**config.mk**
```make
export PLATFORM = sky130hd
export DESIGN_NAME = day_number_date_converter
export DESIGN_NICKNAME = d
export VERILOG_FILES = /design/src/rtl/core/dnd_pkg.sv /design/src/rtl/core/dnd_ctrl.sv /design/src/rtl/core/dnd_to_date.sv /design/src/rtl/core/dnd_to_days.sv /design/src/rtl/core/day_number_date_converter.sv
export SDC_FILE = /design/constraint.sdc
export NUM_CORES = 2
export LEC_CHECK = 0
export BUFFER_PORTS_ARGS = -buffer_cell sky130_fd_sc_hd__buf_2
export CAP_MARGIN = 40
export CORE_MARGIN = 1
export CORE_UTILIZATION = 65
export CTS_CLUSTER_DIAMETER = 150
export DETAILED_ROUTE_END_ITERATION = 7
export GPL_TIMING_DRIVEN = 1
export MAX_ROUTING_LAYER = met4
export PLACE_DENSITY = 0.88
export SYNTH_ARGS = -nofsm -noshare
export SYNTH_HDL_FRONTEND = slang
export SYNTH_SLANG_ARGS = --single-unit
```
**constraint.sdc**
```tcl
create_clock -name clk -period 38.8 [get_ports clk]
set_input_delay 11.64 -clock clk [delete_from_list [all_inputs] [get_ports clk]]
set_output_delay 11.64 -clock clk [all_outputs]
set_load 0.05 [all_outputs]
```
**src/rtl/core/dnd_pkg.sv**
```systemverilog
// Shared types, constants and the month table of the day number / date converter.
package dnd_pkg;

    // Pipeline depth and the stage in which the day count result is complete.
    localparam int NSTG     = 9;
    localparam int DAYS_STG = 4;
    localparam int MONTHS   = 12;

    typedef enum logic {
        CMD_TO_DATE = 1'b0,
        CMD_TO_DAYS = 1'b1
    } dnd_cmd_t;

    typedef struct packed {
        logic        command;
        logic [30:0] day_count;
        logic [22:0] in_year;
        logic [3:0]  in_month;
        logic [4:0]  in_day;
    } dnd_req_t;

    typedef struct packed {
        logic [22:0] out_year;
        logic [3:0]  out_month;
        logic [4:0]  out_day;
        logic [30:0] out_day_count;
    } dnd_res_t;

    localparam int DAYS_COMMON     = 365;
    localparam int DAYS_4Y_COMMON  = 4 * DAYS_COMMON;
    localparam int DAYS_4Y         = DAYS_4Y_COMMON + 1;
    localparam int DAYS_100Y_FIRST = 100 * DAYS_COMMON + 25;
    localparam int DAYS_100Y       = 100 * DAYS_COMMON + 24;
    localparam int DAYS_400Y       = 400 * DAYS_COMMON + 97;
    localparam int CEN2_START      = DAYS_100Y_FIRST + DAYS_100Y;
    localparam int CEN3_START      = DAYS_100Y_FIRST + 2 * DAYS_100Y;

    // Zero-based day of year (in common-year numbering) of 1 March, and the
    // same point as leap-year month start plus day of month.
    localparam int MARCH_DOY       = 59;
    localparam int MARCH_DD        = 61;
    localparam logic [3:0] MONTH_LAST = 4'd11;

    // Exact reciprocals: floor(n / d) == (n * RECIP) >> SH for the operand
    // widths used in the datapaths.
    localparam int RECIP_400Y_SH = 49;
    localparam logic [31:0] RECIP_400Y =
        32'(((64'd1 << RECIP_400Y_SH) + 64'(DAYS_400Y) - 64'd1) / 64'(DAYS_400Y));
    localparam int RECIP_4Y_SH = 27;
    localparam logic [16:0] RECIP_4Y =
        17'(((64'd1 << RECIP_4Y_SH) + 64'(DAYS_4Y) - 64'd1) / 64'(DAYS_4Y));
    localparam int RECIP_25_SH = 26;
    localparam logic [21:0] RECIP_25 =
        22'(((64'd1 << RECIP_25_SH) + 64'd24) / 64'd25);

    // Days before the first of each month in a leap year.
    function automatic logic [8:0] month_start(input logic [3:0] m);
        logic [8:0] v;
        case (m)
            4'd0:    v = 9'd0;
            4'd1:    v = 9'd31;
            4'd2:    v = 9'd60;
            4'd3:    v = 9'd91;
            4'd4:    v = 9'd121;
            4'd5:    v = 9'd152;
            4'd6:    v = 9'd182;
            4'd7:    v = 9'd213;
            4'd8:    v = 9'd244;
            4'd9:    v = 9'd274;
            4'd10:   v = 9'd305;
            default: v = 9'd335;
        endcase
        return v;
    endfunction

endpackage

```
**src/rtl/core/dnd_ctrl.sv**
```systemverilog
// Valid tracking, stall propagation and stage enables of the converter pipeline.
module dnd_ctrl import dnd_pkg::*;
(
    input  logic            clk,
    input  logic            rst_n,
    input  logic            req_valid,
    input  logic            req_cmd,
    input  logic            res_stall,
    output logic            req_stall,
    output logic [NSTG-1:0] en,
    output logic            res_valid,
    output logic            res_cmd
);

    logic [NSTG-1:0] valid_reg;
    logic [NSTG-1:0] cmd_reg;
    logic [NSTG:0]   ready;

    // A stage may load when it is empty or when the stage after it moves.
    always_comb
    begin
        ready[NSTG] = !res_stall;
        for (int i = NSTG - 1; i >= 0; i--)
        begin
            ready[i] = !valid_reg[i] || ready[i+1];
        end
    end

    assign en        = ready[NSTG-1:0];
    assign req_stall = !ready[0];
    assign res_valid = valid_reg[NSTG-1];
    assign res_cmd   = cmd_reg[NSTG-1];

    always_ff @(posedge clk or negedge rst_n)
    begin
        if (!rst_n)
        begin
            valid_reg <= '0;
        end
        else
        begin
            if (ready[0])
            begin
                valid_reg[0] <= req_valid;
            end
            for (int i = 1; i < NSTG; i++)
            begin
                if (ready[i])
                begin
                    valid_reg[i] <= valid_reg[i-1];
                end
            end
        end
    end

    always_ff @(posedge clk)
    begin
        if (ready[0])
        begin
            cmd_reg[0] <= req_cmd;
        end
        for (int i = 1; i < NSTG; i++)
        begin
            if (ready[i])
            begin
                cmd_reg[i] <= cmd_reg[i-1];
            end
        end
    end

endmodule

```
**src/rtl/core/dnd_to_date.sv**
```systemverilog
// Day count to year, month and day datapath, nine register stages.
module dnd_to_date import dnd_pkg::*;
(
    input  logic            clk,
    input  logic [NSTG-1:0] en,
    input  logic [30:0]     day_count,
    output logic [22:0]     year,
    output logic [3:0]      month,
    output logic [4:0]      day
);

    // Stage 0: 400-year cycle count by reciprocal multiply.
    logic [62:0] prod400;
    logic [13:0] s0_q_reg;
    logic [30:0] s0_dc_reg;

    assign prod400 = {32'd0, day_count} * {31'd0, RECIP_400Y};

    always_ff @(posedge clk)
    begin
        if (en[0])
        begin
            s0_q_reg  <= prod400[62:RECIP_400Y_SH];
            s0_dc_reg <= day_count;
        end
    end

    // Stage 1: days in the whole cycles.
    logic [31:0] rprod;
    logic [30:0] s1_rprod_reg;
    logic [13:0] s1_q_reg;
    logic [30:0] s1_dc_reg;

    assign rprod = {18'd0, s0_q_reg} * 32'(DAYS_400Y);

    always_ff @(posedge clk)
    begin
        if (en[1])
        begin
            s1_rprod_reg <= rprod[30:0];
            s1_q_reg     <= s0_q_reg;
            s1_dc_reg    <= s0_dc_reg;
        end
    end

    // Stage 2: day within the cycle, and the year of the cycle start.
    logic [30:0] rem_full;
    logic [22:0] yr400_next;
    logic [17:0] s2_rem_reg;
    logic [22:0] s2_yr_reg;

    assign rem_full   = s1_dc_reg - s1_rprod_reg;
    assign yr400_next = {9'd0, s1_q_reg} * 23'd400;

    always_ff @(posedge clk)
    begin
        if (en[2])
        begin
            s2_rem_reg <= rem_full[17:0];
            s2_yr_reg  <= yr400_next;
        end
    end

    // Stage 3: century within the cycle; the first century is one day longer.
    logic [1:0]  cen_next;
    logic [17:0] cen_base;
    logic [17:0] rem_c_full;
    logic [1:0]  s3_cen_reg;
    logic [15:0] s3_rem_reg;
    logic [22:0] s3_yr_reg;

    always_comb
    begin
        if (s2_rem_reg >= 18'(CEN3_START))
        begin
            cen_next = 2'd3;
            cen_base = 18'(CEN3_START);
        end
        else if (s2_rem_reg >= 18'(CEN2_START))
        begin
            cen_next = 2'd2;
            cen_base = 18'(CEN2_START);
        end
        else if (s2_rem_reg >= 18'(DAYS_100Y_FIRST))
        begin
            cen_next = 2'd1;
            cen_base = 18'(DAYS_100Y_FIRST);
        end
        else
        begin
            cen_next = 2'd0;
            cen_base = 18'd0;
        end
        rem_c_full = s2_rem_reg - cen_base;
    end

    always_ff @(posedge clk)
    begin
        if (en[3])
        begin
            s3_cen_reg <= cen_next;
            s3_rem_reg <= rem_c_full[15:0];
            s3_yr_reg  <= s2_yr_reg;
        end
    end

    // Stage 4: a century that does not start on a 400-year boundary opens
    // with a four-year block that has no leap day.
    logic        adj_next;
    logic        s4_adj_reg;
    logic [1:0]  s4_cen_reg;
    logic [15:0] s4_rem_reg;
    logic [22:0] s4_yr_reg;

    assign adj_next = (s3_cen_reg != 2'd0) && (s3_rem_reg >= 16'(DAYS_4Y_COMMON));

    always_ff @(posedge clk)
    begin
        if (en[4])
        begin
            s4_adj_reg <= adj_next;
            s4_cen_reg <= s3_cen_reg;
            s4_rem_reg <= adj_next ? s3_rem_reg - 16'(DAYS_4Y_COMMON) : s3_rem_reg;
            s4_yr_reg  <= s3_yr_reg;
        end
    end

    // Stage 5: four-year block count by reciprocal multiply.
    logic [31:0] prod4;
    logic [4:0]  s5_q4_reg;
    logic        s5_adj_reg;
    logic [1:0]  s5_cen_reg;
    logic [15:0] s5_rem_reg;
    logic [22:0] s5_yr_reg;

    assign prod4 = {16'd0, s4_rem_reg} * {15'd0, RECIP_4Y};

    always_ff @(posedge clk)
    begin
        if (en[5])
        begin
            s5_q4_reg  <= prod4[31:RECIP_4Y_SH];
            s5_adj_reg <= s4_adj_reg;
            s5_cen_reg <= s4_cen_reg;
            s5_rem_reg <= s4_rem_reg;
            s5_yr_reg  <= s4_yr_reg;
        end
    end

    // Stage 6: day within the four-year block. Its first year is common only
    // on a century that is not a 400-year boundary.
    logic [15:0] rem4_full;
    logic [4:0]  k_next;
    logic [8:0]  small_next;
    logic [10:0] s6_rem_reg;
    logic        s6_leap_reg;
    logic [8:0]  s6_small_reg;
    logic [22:0] s6_yr_reg;

    always_comb
    begin
        rem4_full  = s5_rem_reg - {11'd0, s5_q4_reg} * 16'(DAYS_4Y);
        k_next     = s5_q4_reg + {4'd0, s5_adj_reg};
        small_next = {7'd0, s5_cen_reg} * 9'd100 + {2'd0, k_next, 2'd0};
    end

    always_ff @(posedge clk)
    begin
        if (en[6])
        begin
            s6_rem_reg   <= rem4_full[10:0];
            s6_leap_reg  <= (k_next != 5'd0) || (s5_cen_reg == 2'd0);
            s6_small_reg <= small_next;
            s6_yr_reg    <= s5_yr_reg;
        end
    end

    // Stage 7: single years, then shift common years past 29 February.
    logic [10:0] t1;
    logic [10:0] t2;
    logic [10:0] t3;
    logic [1:0]  yoff;
    logic [10:0] ybase;
    logic [10:0] rem_y_full;
    logic [8:0]  rem_y;
    logic        leap_y;
    logic [8:0]  doy_next;
    logic [8:0]  s7_doy_reg;
    logic [22:0] s7_yr_reg;

    always_comb
    begin
        t1 = 11'(DAYS_COMMON) + {10'd0, s6_leap_reg};
        t2 = 11'(2 * DAYS_COMMON) + {10'd0, s6_leap_reg};
        t3 = 11'(3 * DAYS_COMMON) + {10'd0, s6_leap_reg};
        if (s6_rem_reg >= t3)
        begin
            yoff  = 2'd3;
            ybase = t3;
        end
        else if (s6_rem_reg >= t2)
        begin
            yoff  = 2'd2;
            ybase = t2;
        end
        else if (s6_rem_reg >= t1)
        begin
            yoff  = 2'd1;
            ybase = t1;
        end
        else
        begin
            yoff  = 2'd0;
            ybase = 11'd0;
        end
        rem_y_full = s6_rem_reg - ybase;
        rem_y      = rem_y_full[8:0];
        leap_y     = s6_leap_reg && (yoff == 2'd0);
        doy_next   = rem_y + {8'd0, (!leap_y && (rem_y >= 9'(MARCH_DOY)))};
    end

    always_ff @(posedge clk)
    begin
        if (en[7])
        begin
            s7_doy_reg <= doy_next;
            s7_yr_reg  <= s6_yr_reg + {14'd0, s6_small_reg} + {21'd0, yoff};
        end
    end

    // Stage 8: month and day of month.
    logic [3:0]  mon_next;
    logic [8:0]  day_full;
    logic [22:0] s8_yr_reg;
    logic [3:0]  s8_mon_reg;
    logic [4:0]  s8_day_reg;

    always_comb
    begin
        mon_next = 4'd0;
        for (int i = 1; i < MONTHS; i++)
        begin
            if (s7_doy_reg >= month_start(4'(i)))
            begin
                mon_next = 4'(i);
            end
        end
        day_full = s7_doy_reg - month_start(mon_next) + 9'd1;
    end

    always_ff @(posedge clk)
    begin
        if (en[8])
        begin
            s8_yr_reg  <= s7_yr_reg;
            s8_mon_reg <= mon_next;
            s8_day_reg <= day_full[4:0];
        end
    end

    assign year  = s8_yr_reg;
    assign month = s8_mon_reg;
    assign day   = s8_day_reg;

endmodule

```
**src/rtl/core/dnd_to_days.sv**
```systemverilog
// Year, month and day to day count datapath, five stages and a delay line.
module dnd_to_days import dnd_pkg::*;
(
    input  logic            clk,
    input  logic [NSTG-1:0] en,
    input  logic [22:0]     in_year,
    input  logic [3:0]      in_month,
    input  logic [4:0]      in_day,
    output logic [30:0]     day_count
);

    localparam int DLY = NSTG - DAYS_STG;

    // Stage 0: month offset plus day, 365 * year, and (year - 1) / 4.
    logic [22:0] pm1;
    logic [3:0]  msat;
    logic [31:0] y365_full;
    logic        s0_yzero_reg;
    logic [1:0]  s0_ylo_reg;
    logic [20:0] s0_a_reg;
    logic [8:0]  s0_dd_reg;
    logic [30:0] s0_y365_reg;

    always_comb
    begin
        pm1       = in_year - 23'd1;
        msat      = (in_month > MONTH_LAST) ? MONTH_LAST : in_month;
        y365_full = {9'd0, in_year} * 32'(DAYS_COMMON);
    end

    always_ff @(posedge clk)
    begin
        if (en[0])
        begin
            s0_yzero_reg <= (in_year == 23'd0);
            s0_ylo_reg   <= in_year[1:0];
            s0_a_reg     <= pm1[22:2];
            s0_dd_reg    <= month_start(msat) + {4'd0, in_day};
            s0_y365_reg  <= y365_full[30:0];
        end
    end

    // Stage 1: (year - 1) / 100 as ((year - 1) / 4) / 25.
    logic [42:0] prod25;
    logic [16:0] s1_b_reg;
    logic        s1_yzero_reg;
    logic [1:0]  s1_ylo_reg;
    logic [20:0] s1_a_reg;
    logic [8:0]  s1_dd_reg;
    logic [30:0] s1_y365_reg;

    assign prod25 = {22'd0, s0_a_reg} * {21'd0, RECIP_25};

    always_ff @(posedge clk)
    begin
        if (en[1])
        begin
            s1_b_reg     <= prod25[42:RECIP_25_SH];
            s1_yzero_reg <= s0_yzero_reg;
            s1_ylo_reg   <= s0_ylo_reg;
            s1_a_reg     <= s0_a_reg;
            s1_dd_reg    <= s0_dd_reg;
            s1_y365_reg  <= s0_y365_reg;
        end
    end

    // Stage 2: leap year test. For a year divisible by four, it is a century
    // exactly when (year - 1) / 4 leaves 24 modulo 25, and then a 400-year
    // boundary when (year - 1) / 100 leaves 3 modulo 4.
    logic        hund;
    logic        s2_leap_reg;
    logic        s2_yzero_reg;
    logic [20:0] s2_a_reg;
    logic [16:0] s2_b_reg;
    logic [8:0]  s2_dd_reg;
    logic [30:0] s2_y365_reg;

    assign hund = ({1'b0, s1_a_reg} == ({5'd0, s1_b_reg} * 22'd25 + 22'd24));

    always_ff @(posedge clk)
    begin
        if (en[2])
        begin
            s2_leap_reg  <= s1_yzero_reg
                            || ((s1_ylo_reg == 2'd0) && (!hund || (s1_b_reg[1:0] == 2'd3)));
            s2_yzero_reg <= s1_yzero_reg;
            s2_a_reg     <= s1_a_reg;
            s2_b_reg     <= s1_b_reg;
            s2_dd_reg    <= s1_dd_reg;
            s2_y365_reg  <= s1_y365_reg;
        end
    end

    // Stage 3: days before the year, minus one, which cancels the one taken
    // from the day of month. Year 0 starts at day 0.
    logic [30:0] base_m1_next;
    logic [8:0]  off_next;
    logic [30:0] s3_base_reg;
    logic [8:0]  s3_off_reg;

    always_comb
    begin
        if (s2_yzero_reg)
        begin
            base_m1_next = '1;
        end
        else
        begin
            base_m1_next = s2_y365_reg + {10'd0, s2_a_reg} - {14'd0, s2_b_reg}
                           + {16'd0, s2_b_reg[16:2]};
        end
        off_next = s2_dd_reg - {8'd0, (!s2_leap_reg && (s2_dd_reg >= 9'(MARCH_DD)))};
    end

    always_ff @(posedge clk)
    begin
        if (en[3])
        begin
            s3_base_reg <= base_m1_next;
            s3_off_reg  <= off_next;
        end
    end

    // Stage 4 computes the count; the delay line keeps it in step with the
    // date datapath.
    logic [30:0] total_reg [DLY];

    always_ff @(posedge clk)
    begin
        if (en[DAYS_STG])
        begin
            total_reg[0] <= s3_base_reg + {22'd0, s3_off_reg};
        end
        for (int i = 1; i < DLY; i++)
        begin
            if (en[DAYS_STG + i])
            begin
                total_reg[i] <= total_reg[i-1];
            end
        end
    end

    assign day_count = total_reg[DLY-1];

endmodule

```
**src/rtl/core/day_number_date_converter.sv**
```systemverilog
// Top level of the day count / proleptic Gregorian date converter.
// Each request carries a command: to-date splits day_count (day 0 is 1 January
// of year 0) into out_year, out_month (0 is January) and out_day; to-days turns
// in_year, in_month and in_day into out_day_count, modulo 2^31, with months above
// December taken as December and the day not checked. Fields of the other
// command read as zero. The block is a nine-stage pipeline, and one request can
// be accepted every cycle while req_stall is low. Stages without a valid item
// absorb a stall, so req_stall is only raised when res_stall holds back a full
// pipeline. The longest stage is the reciprocal multiply that splits the day
// count into 400-year cycles.
module day_number_date_converter import dnd_pkg::*;
(
    input  logic     clk,
    input  logic     rst_n,
    input  logic     req_valid,
    output logic     req_stall,
    input  dnd_req_t req,
    output logic     res_valid,
    input  logic     res_stall,
    output dnd_res_t res
);

    logic [NSTG-1:0] en;
    logic            res_cmd;
    logic [22:0]     date_year;
    logic [3:0]      date_month;
    logic [4:0]      date_day;
    logic [30:0]     days_count;

    dnd_ctrl u_ctrl (
        .clk       (clk),
        .rst_n     (rst_n),
        .req_valid (req_valid),
        .req_cmd   (req.command),
        .res_stall (res_stall),
        .req_stall (req_stall),
        .en        (en),
        .res_valid (res_valid),
        .res_cmd   (res_cmd)
    );

    dnd_to_date u_to_date (
        .clk       (clk),
        .en        (en),
        .day_count (req.day_count),
        .year      (date_year),
        .month     (date_month),
        .day       (date_day)
    );

    dnd_to_days u_to_days (
        .clk       (clk),
        .en        (en),
        .in_year   (req.in_year),
        .in_month  (req.in_month),
        .in_day    (req.in_day),
        .day_count (days_count)
    );

    always_comb
    begin
        if (res_cmd == CMD_TO_DAYS)
        begin
            res.out_year      = '0;
            res.out_month     = '0;
            res.out_day       = '0;
            res.out_day_count = days_count;
        end
        else
        begin
            res.out_year      = date_year;
            res.out_month     = date_month;
            res.out_day       = date_day;
            res.out_day_count = '0;
        end
    end

endmodule

```
==> flow_metrics.env <==
export IMPL_status="complete, but fails checks"
export IMPL_violations="design-rule violations"
export IMPL_ys_top_cells_by_count="1,588 x inv_1, 1,105 x ha_1, 818 x fa_1"
export IMPL_synth_seq_cells=764
export IMPL_clock_path_buffers=3
export IMPL_min_period_ns=25.83
export IMPL_viasPerCell=5.586
export IMPL_holdBufCountCts=0
export IMPL_wl_per_cell_um=18.99
export IMPL_max_slew_worst_pin_slew_ns=0.9235
export IMPL_synth_edf_count=755
export IMPL_worst_hold_startpoint="u_to_date.s2_yr_reg[12]"
export IMPL_tns_ns=0
export IMPL_grt_max_degree=72
export IMPL_place_gp_congestion=0.9823
export IMPL_cp_max_fo=23
export IMPL_rr_startpoint="u_to_days.s0_a_reg[4]"
export IMPL_syn_inst=5927
export IMPL_crit_required_ns=27.16
export IMPL_hold_class="reg -> reg"
export IMPL_cts_tree="yes"
export IMPL_rr_worst_depth=20
export IMPL_yosysWarnings=0
export IMPL_finalNetCount=8119
export IMPL_firstDrtPassIters=8
export IMPL_first_global_vias=45690
export IMPL_crit_arrival_ns=14.19
export IMPL_syn_to_final_growth_pct=7.401
export IMPL_synth_top_cell_by_area="edfxtp_1"
export IMPL_rows=119
export IMPL_start_util_pct=65.82
export IMPL_antenna_found_initial=11
export IMPL_gr_total_overflow=0
export IMPL_clk_pin_slew_ns=0.06
export IMPL_rsz0062_at_grt="false"
export IMPL_yosysTopAreaCellShare_pct=32.63
export IMPL_synth_ff_type="edfxtp_1"
export IMPL_fp_dieW_um=329.0
export IMPL_whs_endpoint="u_to_date.s3_yr_reg[12]"
export IMPL_clockRootBuffer="clkbuf_16"
export IMPL_startpoint_type="input pin"
export IMPL_skew_ns=0.02619
export IMPL_synth_nets=7918
export IMPL_worst_setup_path_end_kind="primary output"
export IMPL_route_detailed_drc=34
export IMPL_core_area_um2=105600
export IMPL_cts_num_sinks=764
export IMPL_wl_um=144100
export IMPL_slew_viol_final=0
export IMPL_timing_fmax_mhz=38.72
export IMPL_h_tree_depth=3
export IMPL_drtIter0Drc=2806
export IMPL_layout_drive_gt1_share_pct=4.946
export IMPL_clock_latency_ns=0.64
export IMPL_setup_viol_count_final=0
export IMPL_maxCapViolCount=0
export IMPL_finalCritPeriodShare_pct=66.57
export IMPL_cts_setup_buffers=0
export IMPL_largest_reg_flops=155
export IMPL_startpoint="res_stall"
export IMPL_relSlewSlack_pct=38.43
export IMPL_hold_violations=0
export IMPL_min_path_cells=0
export IMPL_cts_repair_resized=0
export IMPL_num_io_pins=133
export IMPL_async_reset_ff_share_pct=1.178
export IMPL_timing_rr_end="u_to_days.s1_b_reg[10]"
export IMPL_cts_buffers_inserted=77
export IMPL_die_h_um=329.0
export IMPL_r2r_setup_slack_ns=30.98
export IMPL_netlist_area_um2=69480
export IMPL_netlist_top_cells_area="edfxtp_1 33%, fa_1 24%, ha_1 20%"
export IMPL_dp_hpwl_um=118400
export IMPL_synth_cell_type_count=78
export IMPL_grt_first_pass_wirelength_um=233400
export IMPL_syn_area_per_cell_um2=11.72
export IMPL_antenna_left=0
export IMPL_numPortBuffers=132
export IMPL_dieArea_um2=108200
export IMPL_crit_type="in -> out"
export IMPL_yosysSeqAreaShare_pct=32.95
export IMPL_yosysMostFrequentCell="inv_1"
export IMPL_num_vias=42390
export IMPL_grt_usage_pct=28.61
==> placed cells by master (no fill, tap or decap), types with 132 or more instances in the layout <==
cell type     n
ha_1       1105
o21ai_0     132
xnor2_1     217
buf_2       132
nor2_1      148
nand2_1     153
edfxtp_1    755
a21oi_1     176
fa_1        818
inv_1      1585
==> worst max-delay path, stage by stage <==
cell     delay, ns
buf_2         0.09
and3_1        0.21
and3_1        0.32
nand3_4       0.28
nor2_1        0.54
nand3_4       0.40
inv_1         0.34
buf_2         0.33
==> worst max path at each step <==
| stage | to | depth (start not counted) |
|---|---|---|
| floorplan | req_stall | 6 |
| global placement | req_stall | 8 |
| detailed placement | req_stall | 8 |
| CTS | req_stall | 8 |
| global route | req_stall | 8 |
| finish | req_stall | 8 |
==> routing by layer <==
| metal | wire, um | global-route usage [%] | part of all wire (%) | vias up |
|---|---|---|---|---|
| met5 | 0 | - | 0 | - |
| met4 | 3306 | 7.452 | 2.3 | 0 |
| met3 | 10250 | 4.547 | 7.1 | 241 |
| met2 | 71390 | 47.61 | 50 | 1362 |
| met1 | 59130 | 36.65 | 41 | 21020 |
| li1 | - | - | - | 19770 |
==> area by class of cell <==
| type | count | area, um^2 |
|---|---|---|
| Antenna cell | 10 | 25.02 |
| Clock buffer | 89 | 2014 |
| Clock inverter | 49 | 619.3 |
| Fill cell | 6960 | 30940 |
| Inverter | 1589 | 5967 |
| Multi-Input combinational cell | 3550 | 40560 |
| Sequential cell | 764 | 22900 |
| Tap cell | 1391 | 1740 |
| Timing Repair Buffer | 146 | 805.8 |
==> stage by stage <==
| stage | worst slack (ns) | cell area (um^2) | cells | utilization [%] | hold slack, ns |
|---|---|---|---|---|---|
| 6_report | 12.97 | 74630 | 7588 | 70.69 | 0.4010 |
| 3_3_place_gp | 13.00 | 71900 | 7436 | 68.11 | 0.4001 |
| 2_1_floorplan | 8.915 | 69480 | 5927 | - | 0.4003 |
| 3_5_place_dp | 12.98 | 71970 | 7440 | 68.17 | 0.4045 |
| 4_1_cts | 12.95 | 74600 | 7578 | 70.67 | 0.3839 |
| 5_1_grt | 12.70 | 74610 | 7582 | 70.68 | 0.4006 |
==> cell families (layout without fill, tap and decap cells) <==
group | Yosys count | in the layout | share of synthesized area [%]
buffers and inverters | 1613 | 1873 | 8.735
DFF | 764 | 764 | 32.95
and+or+nand+nor | 706 | 706 | 5.238
AOI/OAI and AO/OA | 603 | 603 | 5.580
xor gates and xnor gates | 311 | 311 | 3.920
muxes | 6 | 6 | 0.09184
adders and majority gates | 1924 | 1924 | 43.48
other | 0 | 10 | 0
Power is not shown: default switching activity piles up to over one toggle a cycle in this logic, so the estimate is an artifact.
